<file path="src/design/i2cls_pkg.sv">
`timescale 1ns / 1ps

package i2cls_pkg;

  localparam int BITS_PER_BYTE = 8;
  localparam int PHASE_W       = 6;
  localparam int KIND_W        = 3;

  localparam logic [KIND_W-1:0] K_START = 3'd0;
  localparam logic [KIND_W-1:0] K_STOP  = 3'd1;
  localparam logic [KIND_W-1:0] K_WRITE = 3'd2;
  localparam logic [KIND_W-1:0] K_READ  = 3'd3;
  localparam logic [KIND_W-1:0] K_ACK   = 3'd4;

  // command lengths in ticks
  localparam logic [PHASE_W-1:0] LEN_START = PHASE_W'(4);
  localparam logic [PHASE_W-1:0] LEN_STOP  = PHASE_W'(3);
  localparam logic [PHASE_W-1:0] LEN_WRITE = PHASE_W'(2 * BITS_PER_BYTE + 4);
  localparam logic [PHASE_W-1:0] LEN_READ  = PHASE_W'(4 * BITS_PER_BYTE + 2);
  localparam logic [PHASE_W-1:0] LEN_ACK   = PHASE_W'(3);

  // phase landmarks
  localparam logic [PHASE_W-1:0] PH_WR_ACK  = PHASE_W'(2 * BITS_PER_BYTE);
  localparam logic [PHASE_W-1:0] PH_RD_TAIL = PHASE_W'(4 * BITS_PER_BYTE);

  typedef struct packed {
    logic                     cmd_valid;
    logic [KIND_W-1:0]        kind;
    logic [BITS_PER_BYTE-1:0] tx_byte;
    logic                     ack_level;
    logic                     sda_in;
  } in_t;

  typedef struct packed {
    logic                     scl_out;
    logic                     sda_out;
    logic                     busy_res;
    logic                     done_res;
    logic [BITS_PER_BYTE-1:0] rx_byte;
    logic                     ack_seen;
  } out_t;

  typedef struct packed {
    logic [PHASE_W-1:0]       phase;
    logic [KIND_W-1:0]        kind;
    logic                     busy;
    logic [BITS_PER_BYTE-1:0] shreg;
    logic                     scl;
    logic                     sda;
    logic                     ack;
  } seq_state_t;

  function automatic logic [PHASE_W-1:0] cmd_len(input logic [KIND_W-1:0] k);
    logic [PHASE_W-1:0] len;
    case (k)
      K_START: len = LEN_START;
      K_STOP:  len = LEN_STOP;
      K_WRITE: len = LEN_WRITE;
      K_READ:  len = LEN_READ;
      default: len = LEN_ACK;
    endcase
    return len;
  endfunction

endpackage

</file>
<file path="src/design/i2cls_step.sv">
`timescale 1ns / 1ps

module i2cls_step import i2cls_pkg::*; (
  input  seq_state_t st,
  input  in_t        item,
  output seq_state_t st_nxt,
  output out_t       res
);

  seq_state_t         w;
  logic               take;
  logic               done;
  logic [PHASE_W-1:0] p;

  always_comb begin
    w    = st;
    res  = '0;
    done = 1'b0;
    take = !st.busy && item.cmd_valid &&
           (item.kind inside {K_START, K_STOP, K_WRITE, K_READ, K_ACK});
    if (take) begin
      w.busy  = 1'b1;
      w.kind  = item.kind;
      w.phase = '0;
      w.ack   = 1'b0;
      w.shreg = (item.kind == K_WRITE) ? item.tx_byte : '0;
    end
    p = w.phase;

    if (!w.busy) begin
      // idle tick: lines hold
      res.scl_out = st.scl;
      res.sda_out = st.sda;
    end else begin
      case (w.kind)
        K_START: begin
          if (p == PHASE_W'(0))      w.sda = 1'b1;
          else if (p == PHASE_W'(1)) w.scl = 1'b1;
          else if (p == PHASE_W'(2)) w.sda = 1'b0;
          else                       w.scl = 1'b0;
        end
        K_STOP: begin
          if (p == PHASE_W'(0))      w.sda = 1'b0;
          else if (p == PHASE_W'(1)) w.scl = 1'b1;
          else                       w.sda = 1'b1;
        end
        K_WRITE: begin
          if (p < PH_WR_ACK) begin
            if (!p[0]) begin
              w.sda = w.shreg[BITS_PER_BYTE-1];
              if (p != '0) w.scl = 1'b0;
            end else begin
              w.scl   = 1'b1;
              w.shreg = {w.shreg[BITS_PER_BYTE-2:0], 1'b0};
            end
          end else if (p == PH_WR_ACK) begin
            w.scl = 1'b0;
          end else if (p == PH_WR_ACK + PHASE_W'(1)) begin
            w.sda = 1'b1;
          end else if (p == PH_WR_ACK + PHASE_W'(2)) begin
            w.scl = 1'b1;
            w.ack = !item.sda_in;
          end else begin
            w.scl = 1'b0;
          end
        end
        K_READ: begin
          w.sda = 1'b1;
          if (p < PH_RD_TAIL) begin
            case (p[1:0])
              2'd1: w.scl = 1'b0;
              2'd2: begin
                w.scl   = 1'b1;
                w.shreg = {w.shreg[BITS_PER_BYTE-2:0], item.sda_in};
              end
              2'd3: w.scl = 1'b1;
              default: ;
            endcase
          end else begin
            w.scl = 1'b0;
          end
        end
        default: begin
          if (p == PHASE_W'(0))      w.sda = item.ack_level;
          else if (p == PHASE_W'(1)) w.scl = 1'b1;
          else                       w.scl = 1'b0;
        end
      endcase

      done = (p + PHASE_W'(1)) >= cmd_len(w.kind);
      res.scl_out  = w.scl;
      res.sda_out  = w.sda;
      res.busy_res = 1'b1;
      res.done_res = done;
      res.rx_byte  = (done && w.kind == K_READ) ? w.shreg : '0;
      res.ack_seen = done && (w.kind == K_WRITE) && w.ack;
      if (done) begin
        w.busy  = 1'b0;
        w.phase = '0;
      end else begin
        w.phase = p + PHASE_W'(1);
      end
    end
    st_nxt = w;
  end

endmodule

</file>
<file path="src/design/i2c_master_line_sequencer.sv">
`timescale 1ns / 1ps

// Bit-level I2C master sequencer. Each input transaction is one bus delay tick: it carries
// the sampled SDA level and, while the sequencer is idle, an optional command (start 4 ticks,
// stop 3, write byte 20, read byte 34, ack/nack bit 3). Every tick gives one result with the
// SCL and SDA levels to drive, busy and done; at done a read returns rx_byte and a write
// returns ack_seen. One tick is taken per clock while in_stall is low: the line state is
// updated by a single pass of logic into the state registers, and results leave through an
// output register backed by a one-entry skid buffer, so in_stall only rises when both are
// full. A result is registered in the output register, or in the skid buffer if it is held.

module i2c_master_line_sequencer import i2cls_pkg::*; (
  input  logic clk,
  input  logic rst_n,
  input  logic in_valid,
  output logic in_stall,
  input  in_t  in_data,
  output logic out_valid,
  input  logic out_stall,
  output out_t out_data
);

  seq_state_t st_r, st_nxt;
  out_t       res;
  out_t       out_data_r, out_data_nxt;
  out_t       skid_data_r, skid_data_nxt;
  logic       out_valid_r, out_valid_nxt;
  logic       skid_valid_r, skid_valid_nxt;
  logic       accept;
  logic       out_free;

  i2cls_step u_step (
    .st     (st_r),
    .item   (in_data),
    .st_nxt (st_nxt),
    .res    (res)
  );

  assign in_stall  = skid_valid_r;
  assign accept    = in_valid && !skid_valid_r;
  assign out_free  = !out_valid_r || !out_stall;
  assign out_valid = out_valid_r;
  assign out_data  = out_data_r;

  always_comb begin
    out_valid_nxt  = out_valid_r;
    out_data_nxt   = out_data_r;
    skid_valid_nxt = skid_valid_r;
    skid_data_nxt  = skid_data_r;
    if (accept) begin
      if (out_free) begin
        out_valid_nxt = 1'b1;
        out_data_nxt  = res;
      end else begin
        skid_valid_nxt = 1'b1;
        skid_data_nxt  = res;
      end
    end else if (out_free) begin
      if (skid_valid_r) begin
        out_valid_nxt  = 1'b1;
        out_data_nxt   = skid_data_r;
        skid_valid_nxt = 1'b0;
      end else begin
        out_valid_nxt = 1'b0;
      end
    end
  end

  always_ff @(posedge clk) begin
    if (!rst_n) begin
      // lines released after reset
      st_r         <= '{phase: '0, kind: K_START, busy: 1'b0, shreg: '0,
                        scl: 1'b1, sda: 1'b1, ack: 1'b0};
      out_valid_r  <= 1'b0;
      skid_valid_r <= 1'b0;
    end else begin
      if (accept) st_r <= st_nxt;
      out_valid_r  <= out_valid_nxt;
      skid_valid_r <= skid_valid_nxt;
    end
  end

  always_ff @(posedge clk) begin
    out_data_r  <= out_data_nxt;
    skid_data_r <= skid_data_nxt;
  end

  // skid entry only ever sits behind a held output
  a_skid_behind_out: assert property (@(posedge clk) disable iff (!rst_n)
    skid_valid_r |-> out_valid_r)
    else $error("skid buffer full with output register empty");

  a_skid_fill_on_stall: assert property (@(posedge clk) disable iff (!rst_n)
    $rose(skid_valid_r) |-> $past(out_valid_r && out_stall))
    else $error("skid buffer filled without a stalled output");

  a_phase_in_range: assert property (@(posedge clk) disable iff (!rst_n)
    st_r.busy |-> (st_r.phase < cmd_len(st_r.kind)))
    else $error("phase ran past the end of the command");

  a_idle_phase_zero: assert property (@(posedge clk) disable iff (!rst_n)
    !st_r.busy |-> (st_r.phase == '0))
    else $error("idle sequencer holds a nonzero phase");

  a_done_ends_busy: assert property (@(posedge clk) disable iff (!rst_n)
    (accept && res.done_res) |=> !st_r.busy)
    else $error("sequencer still busy after the last tick of a command");

endmodule

</file>
<file path="config.mk">
export PLATFORM = sky130hd
export DESIGN_NAME = i2c_master_line_sequencer
export DESIGN_NICKNAME = d
export VERILOG_FILES = /design/src/design/i2cls_pkg.sv /design/src/design/i2cls_step.sv /design/src/design/i2c_master_line_sequencer.sv
export SDC_FILE = /design/constraint.sdc
export NUM_CORES = 1
export LEC_CHECK = 0
export BUFFER_PORTS_ARGS = -buffer_cell sky130_fd_sc_hd__buf_2
export CORE_ASPECT_RATIO = 1.75
export CORE_MARGIN = 1
export CORE_UTILIZATION = 55
export CTS_CLUSTER_DIAMETER = 200
export DETAILED_ROUTE_END_ITERATION = 8
export PLACE_DENSITY = 0.82
export RECOVER_POWER = 100
export SLEW_MARGIN = 20
export SYNTH_ARGS = -nofsm -noshare
export SYNTH_HDL_FRONTEND = slang
export SYNTH_SLANG_ARGS = --single-unit
</file>
<file path="constraint.sdc">
create_clock -name clk -period 4.5 [get_ports clk]
set_input_delay 0.45 -clock clk [delete_from_list [all_inputs] [get_ports clk]]
set_output_delay 0.45 -clock clk [all_outputs]
set_load 0.01 [all_outputs]
</file>
# ---- Yosys cells after proc, flatten, opt, wreduce, memory -nomap -nowiden
# Index checks and enable logic that the tools add are counted.
dict set report word_totals {
  reg_bits 49
  latch_bits 0
  ram_bits 0
  romBits 0
  inputBits 18
  out_inout_bits 15
  word_cells 124
  mem_count 0
}
dict set report classes {
  add_sub_neg 1
  n_mul 0
  n_div 0
  order_cmp 3
  n_eq_ne 16
  n_shift 0
  n_mux 58
  bitwise_logic 1
  n_reduce_logical 24
}
# operator count
set op_table {}
lappend op_table {{2-to-1 mux 13 bit} 4}
lappend op_table {{2-to-1 mux 8 bit} 6}
lappend op_table {{2-to-1 mux 1 bit} 35}
lappend op_table {{equality test 6 x 5 -> 1 bit (second input constant)} 3}
lappend op_table {{2-to-1 mux 18 bit} 1}
lappend op_table {{2-to-1 mux 6 bit} 3}
lappend op_table {{case mux 6 bit (3 select lines)} 1}
lappend op_table {{case mux 8 bit (2 select lines)} 1}
lappend op_table {{equality test 3 x 2 -> 1 bit (second input constant)} 4}
lappend op_table {{2-to-1 mux 12 bit} 1}
lappend op_table {{2-to-1 mux 11 bit} 1}
lappend op_table {{case mux 2 bit (4 select lines)} 1}
lappend op_table {{AND reduction 2 bit} 4}
lappend op_table {{adder 6 x 1 -> 6 bit (second input constant)} 1}
lappend op_table {{equality test 3 x 1 -> 1 bit (second input constant)} 2}
lappend op_table {{equality test 6 x 1 -> 1 bit (second input constant)} 1}
lappend op_table {{equality test 6 x 2 -> 1 bit (second input constant)} 1}
lappend op_table {{>= comparator 6 bit} 1}
lappend op_table {{logical AND 1 bit} 6}
lappend op_table {{logical NOT 3 bit} 2}
lappend op_table {{logical NOT 6 bit} 1}
lappend op_table {{less-than comparator 6 x 5 -> 1 bit (second input constant)} 1}
lappend op_table {{less-than comparator 6 bit (second input constant)} 1}
lappend op_table {{2-to-1 mux 2 bit} 3}
lappend op_table {{12 further kinds} 18}

# ---- Longest topological paths before layout
dict set report logic_depth {
  word_depth 15
  depth_mapped 16
}

# ---- Modules after synthesis
# From an unflattened synthesis, not the netlist that was laid out.
dict set report hier_totals {
  cells_unflattened 358
  area_unflattened_um2 3382.0
}
# mod instances cells_per_inst area_per_inst_um2 seq_area_each_um2
set modules_own_cells {}
lappend modules_own_cells {i2c_master_line_sequencer 1 143 1921.8 1241.2}
lappend modules_own_cells {i2cls_step 1 215 1460.2 0.0}

# ---- Worst setup path before layout
# Ideal clock, no wire load.
dict set report synth_timing {
  path_kind {input-to-reg}
  start {in in_data[10] (netlist name)}
  end {reg out_data_r (netlist bit out_data[0]) (data pin)}
  setup_ns 0.260
  arrival_ns 3.095
  setup_slack_ns 1.146
  path_stages 14
  path_cell_list {buf_2 > o21ai_1 > nand2_1 > clkbuf_1 > and2_1 > ha_1 > xnor2_1 > ha_1 > a21oi_1 > o211ai_1 > a31oi_1 > buf_2 > nor3_1 > mux2_2}
}
# element line_no
set synth_rtl {}
lappend synth_rtl {{start, declared} i2c_master_line_sequencer.sv:17} ;# input in_t in_data,
lappend synth_rtl {{end signal, assigned} i2c_master_line_sequencer.sv:84} ;# out_data_r <= out_data_nxt;
lappend synth_rtl {{end, declared} i2c_master_line_sequencer.sv:25} ;# out_t out_data_r, out_data_nxt;

==> results by group <==
Pwr
  • Power share of the sequential group: 49.5%
  • P per Cell Area: 320 nW/um2
  • Psw: 0.000285 W
  • Clock power share: between 30% and 40%
  • Pint: 0.000734 W
  • Leakage: roughly 1.2 nW
  • Peak supply drop: 0.141 mV
  • Logic gate share of total power: 17.8%
  • Switching Share: 28.0%

Synthesis
  • Seq/Total Area, Yosys: 41.7%
  • Syn Inst Count: roughly 320
  • EDFF count, synth: 26
  • Prevailing post-synth register cell: edfxtp_1
  • Xor/xnor cell area share of the yosys netlist: 0.882%
  • Simple-gate area share of the yosys netlist: 20.7%
  • Compound-Gate Fraction of Synth Area: 22.9%
  • Mapped cell area: 2980 um2
  • Yosys cell types: 63
  • Syn. warnings: 0
  • Syn_area_per_cell: 9.22 um2
  • Flops & latches, synth: 49
  • Post-synthesis async set-or-reset flop share: 0%
  • Largest family of logic cells by synthesized area: compound AO/OA/AOI/OAI gates
  • Proportion of synthesized area in mux cells: between 4 and 5%
  • Post-Synth Adder-Cell Area: 4.62%
  • Post-Syn Nets: 352

Routing
  • DRC: 5
  • Drt initial violations: around 130
  • WL per Instance: approximately 17 um
  • Drt total wl: 6.98 mm
  • Vias per Instance: 6.27
  • Antenna-violating nets left: 0
  • Vias: 2527
  • DRT Pass-1 Iters: 7

Finish
  • Final core utilization: between 60% and 70%
  • Antenna cell count: 0
  • Commonest non-fill, non-tap cells in the layout: nand2_1, edfxtp_1, nor2_1
  • Share of cells above drive strength 1: 11.5%
  • Commonest non-fill, non-tap cell in the layout: nand2_1
  • Final std cells w/o fill: between 400 and 500
  • Nets: 376
  • Syn-to-layout area delta: 6.89%

Floorplan
  • Die height: 99.4 um
  • Num rows: 35
  • Starting Density: a little under three fifths
  • Die ar.: 5730 um2
  • IO Pins: 33
  • Die W: 57.6 um
  • Core Footprint: 5260 um2

GRT
  • Pin count of the biggest net entering global routing: 26
  • Initial antenna violation count: 0
  • First-pass GRT wire length: 11.3 mm
  • Vias in the first global route: approximately 2400
  • Total grt overflow: 0
  • GRT Total Usage: 25.5%

Clocking
  • Clock Latency Late Sink: 0.31 ns
  • Clock Root Buffer: clkbuf_8
  • Num Clock Sinks: 49
  • Hold_buf cts: 0
  • Post-CTS Resized: 0
  • Post-CTS setup buffer count: 0
  • Htree depth: 2
  • Clk buf depth: 2
  • Num CTS Buffers: 5
  • Worst-path clk slew: 0.09 ns
  • TritonCTS clock tree: done

Setup path
  • Crit Path Max Fanout: 9
  • Worst EP required: 4.53 ns
  • Critical Path AT: 3.76 ns
  • Crit Path Class: in2reg
  • Type of origin of the critical path: input pin
  • Nature of the critical path endpoint: flop

Min path
  • Hold crit path type: in2reg

Place
  • Port Buffer Count: 32
  • Placed Cells: 395
  • Post-place setup slack: 0.797 ns
  • GPL Wtd Cong: 0.984
  • Post-DP HPWL: about 5.2 mm

Timing
  • Hold Slack: 0.412 ns
  • Headroom to the max-slew limit: between 30% and 40%
  • Final min period: ~3.7 ns
  • Count of final hold-check violations: 0
  • Worst Clk Skew: 0.00912 ns
  • RSZ-0062 raised after global routing: false
  • Setup TNS: 0 ns
  • # setup viols final: 0
  • Period utilization: 82.8%
  • Max Transition Viols Final: 0
  • Final setup margin: 0.775 ns
  • Measured slew at the worst slew-check pin: 1.01 ns
  • Max Freq: around 0.27 GHz

Run status
  • Status: complete, but fails checks
  • Failing checks: design-rule violations

Run
  • Max-cap violations: 0
power groups by stage:
stage	Combinational (W)	Sequential, W	Clock (W)
floorplan	0.000128	0.000517	0
global placement	0.000185	0.000513	0
detailed placement	0.000187	0.000514	0
CTS	0.000188	0.000504	0.000336
global route	0.000200	0.000507	0.000347
finish	0.000181	0.000504	0.000333
final timing paths:
check | startpoint | slack (ns) | endpoint | cells after the start
max | in_data[10] | 0.77 | out_data[1] | 12
min | in_valid | 0.41 | in_stall | 3
max reg2reg | st_r[11] | 1.06 | out_data[1] | 11
min reg2reg | st_r[9] | 0.47 | st_r[9] | 2
through the flow:
stage | power [W] | area, um2
after floorplan | 0.000645 | 2980
after global placement | 0.000698 | 3140
after detailed placement | 0.000701 | 3140
after CTS | 0.00103 | 3260
after global routing | 0.00105 | 3180
final | 0.00102 | 3180
kinds of logic after synthesis:
kind of cell	after synthesis
compound gates	96
xor+xnor	3
fa+ha+maj	11
buf+inv	32
flops	49
mux	10
simple gates	122
per-layer routing:
| metal | vias up | GRT usage (%) | routed length, um |
|---|---|---|---|
| li1 | 1223 | - | - |
| met1 | 1166 | 25.3 | 2620 |
| met2 | 101 | 47.4 | 3670 |
| met3 | 37 | 2.60 | 269 |
| met4 | 0 | 18.2 | 413 |
| met5 | - | 0 | 0 |
Yosys cell counts (all sizes together) (7+ instances only):
| library cell | n | share of area, % |
|---|---|---|
| dfxtp | 23 | 15 |
| and2 | 9 | 1.9 |
| nor3 | 7 | 1.6 |
| buf | 8 | 1.8 |
| inv | 13 | 1.6 |
| nand3 | 15 | 2.5 |
| o21ai | 30 | 5.8 |
| mux2 | 7 | 3.4 |
| and3 | 7 | 1.5 |
| clkbuf | 11 | 1.4 |
| nand2 | 37 | 4.7 |
| nor2 | 25 | 3.1 |
| a21oi | 20 | 3.4 |
| ha | 11 | 4.6 |
| edfxtp | 26 | 26 |
critical path, cell delays in order:
cell      delay, ns
clkbuf_1       0.17
o21ai_0        0.52
nand2_1        0.31
and2_0         0.31
ha_1           0.25
xnor2_1        0.22
ha_1           0.29
a21oi_1        0.15
o211ai_1       0.10
a31oi_1        0.47
or3_1          0.40
o31ai_4        0.10
sequential cells by signal, indices dropped and copies added, names as in the netlist:
| name | cells |
|---|---|
| out_valid | 1 |
| out_data | 13 |
| in_stall | 1 |
| skid_data_r | 13 |
| st_r | 21 |
cell type report:
type	count	area, um2
clock inverters	2	37.5
clock buffers	6	82.6
well taps	55	68.8
repair buffers	36	166
multi-input cells	242	1540
inverters	13	48.8
flip-flops and latches	49	1240
fillers	482	2070
Note: power is estimated with default switching activity, not from simulation.
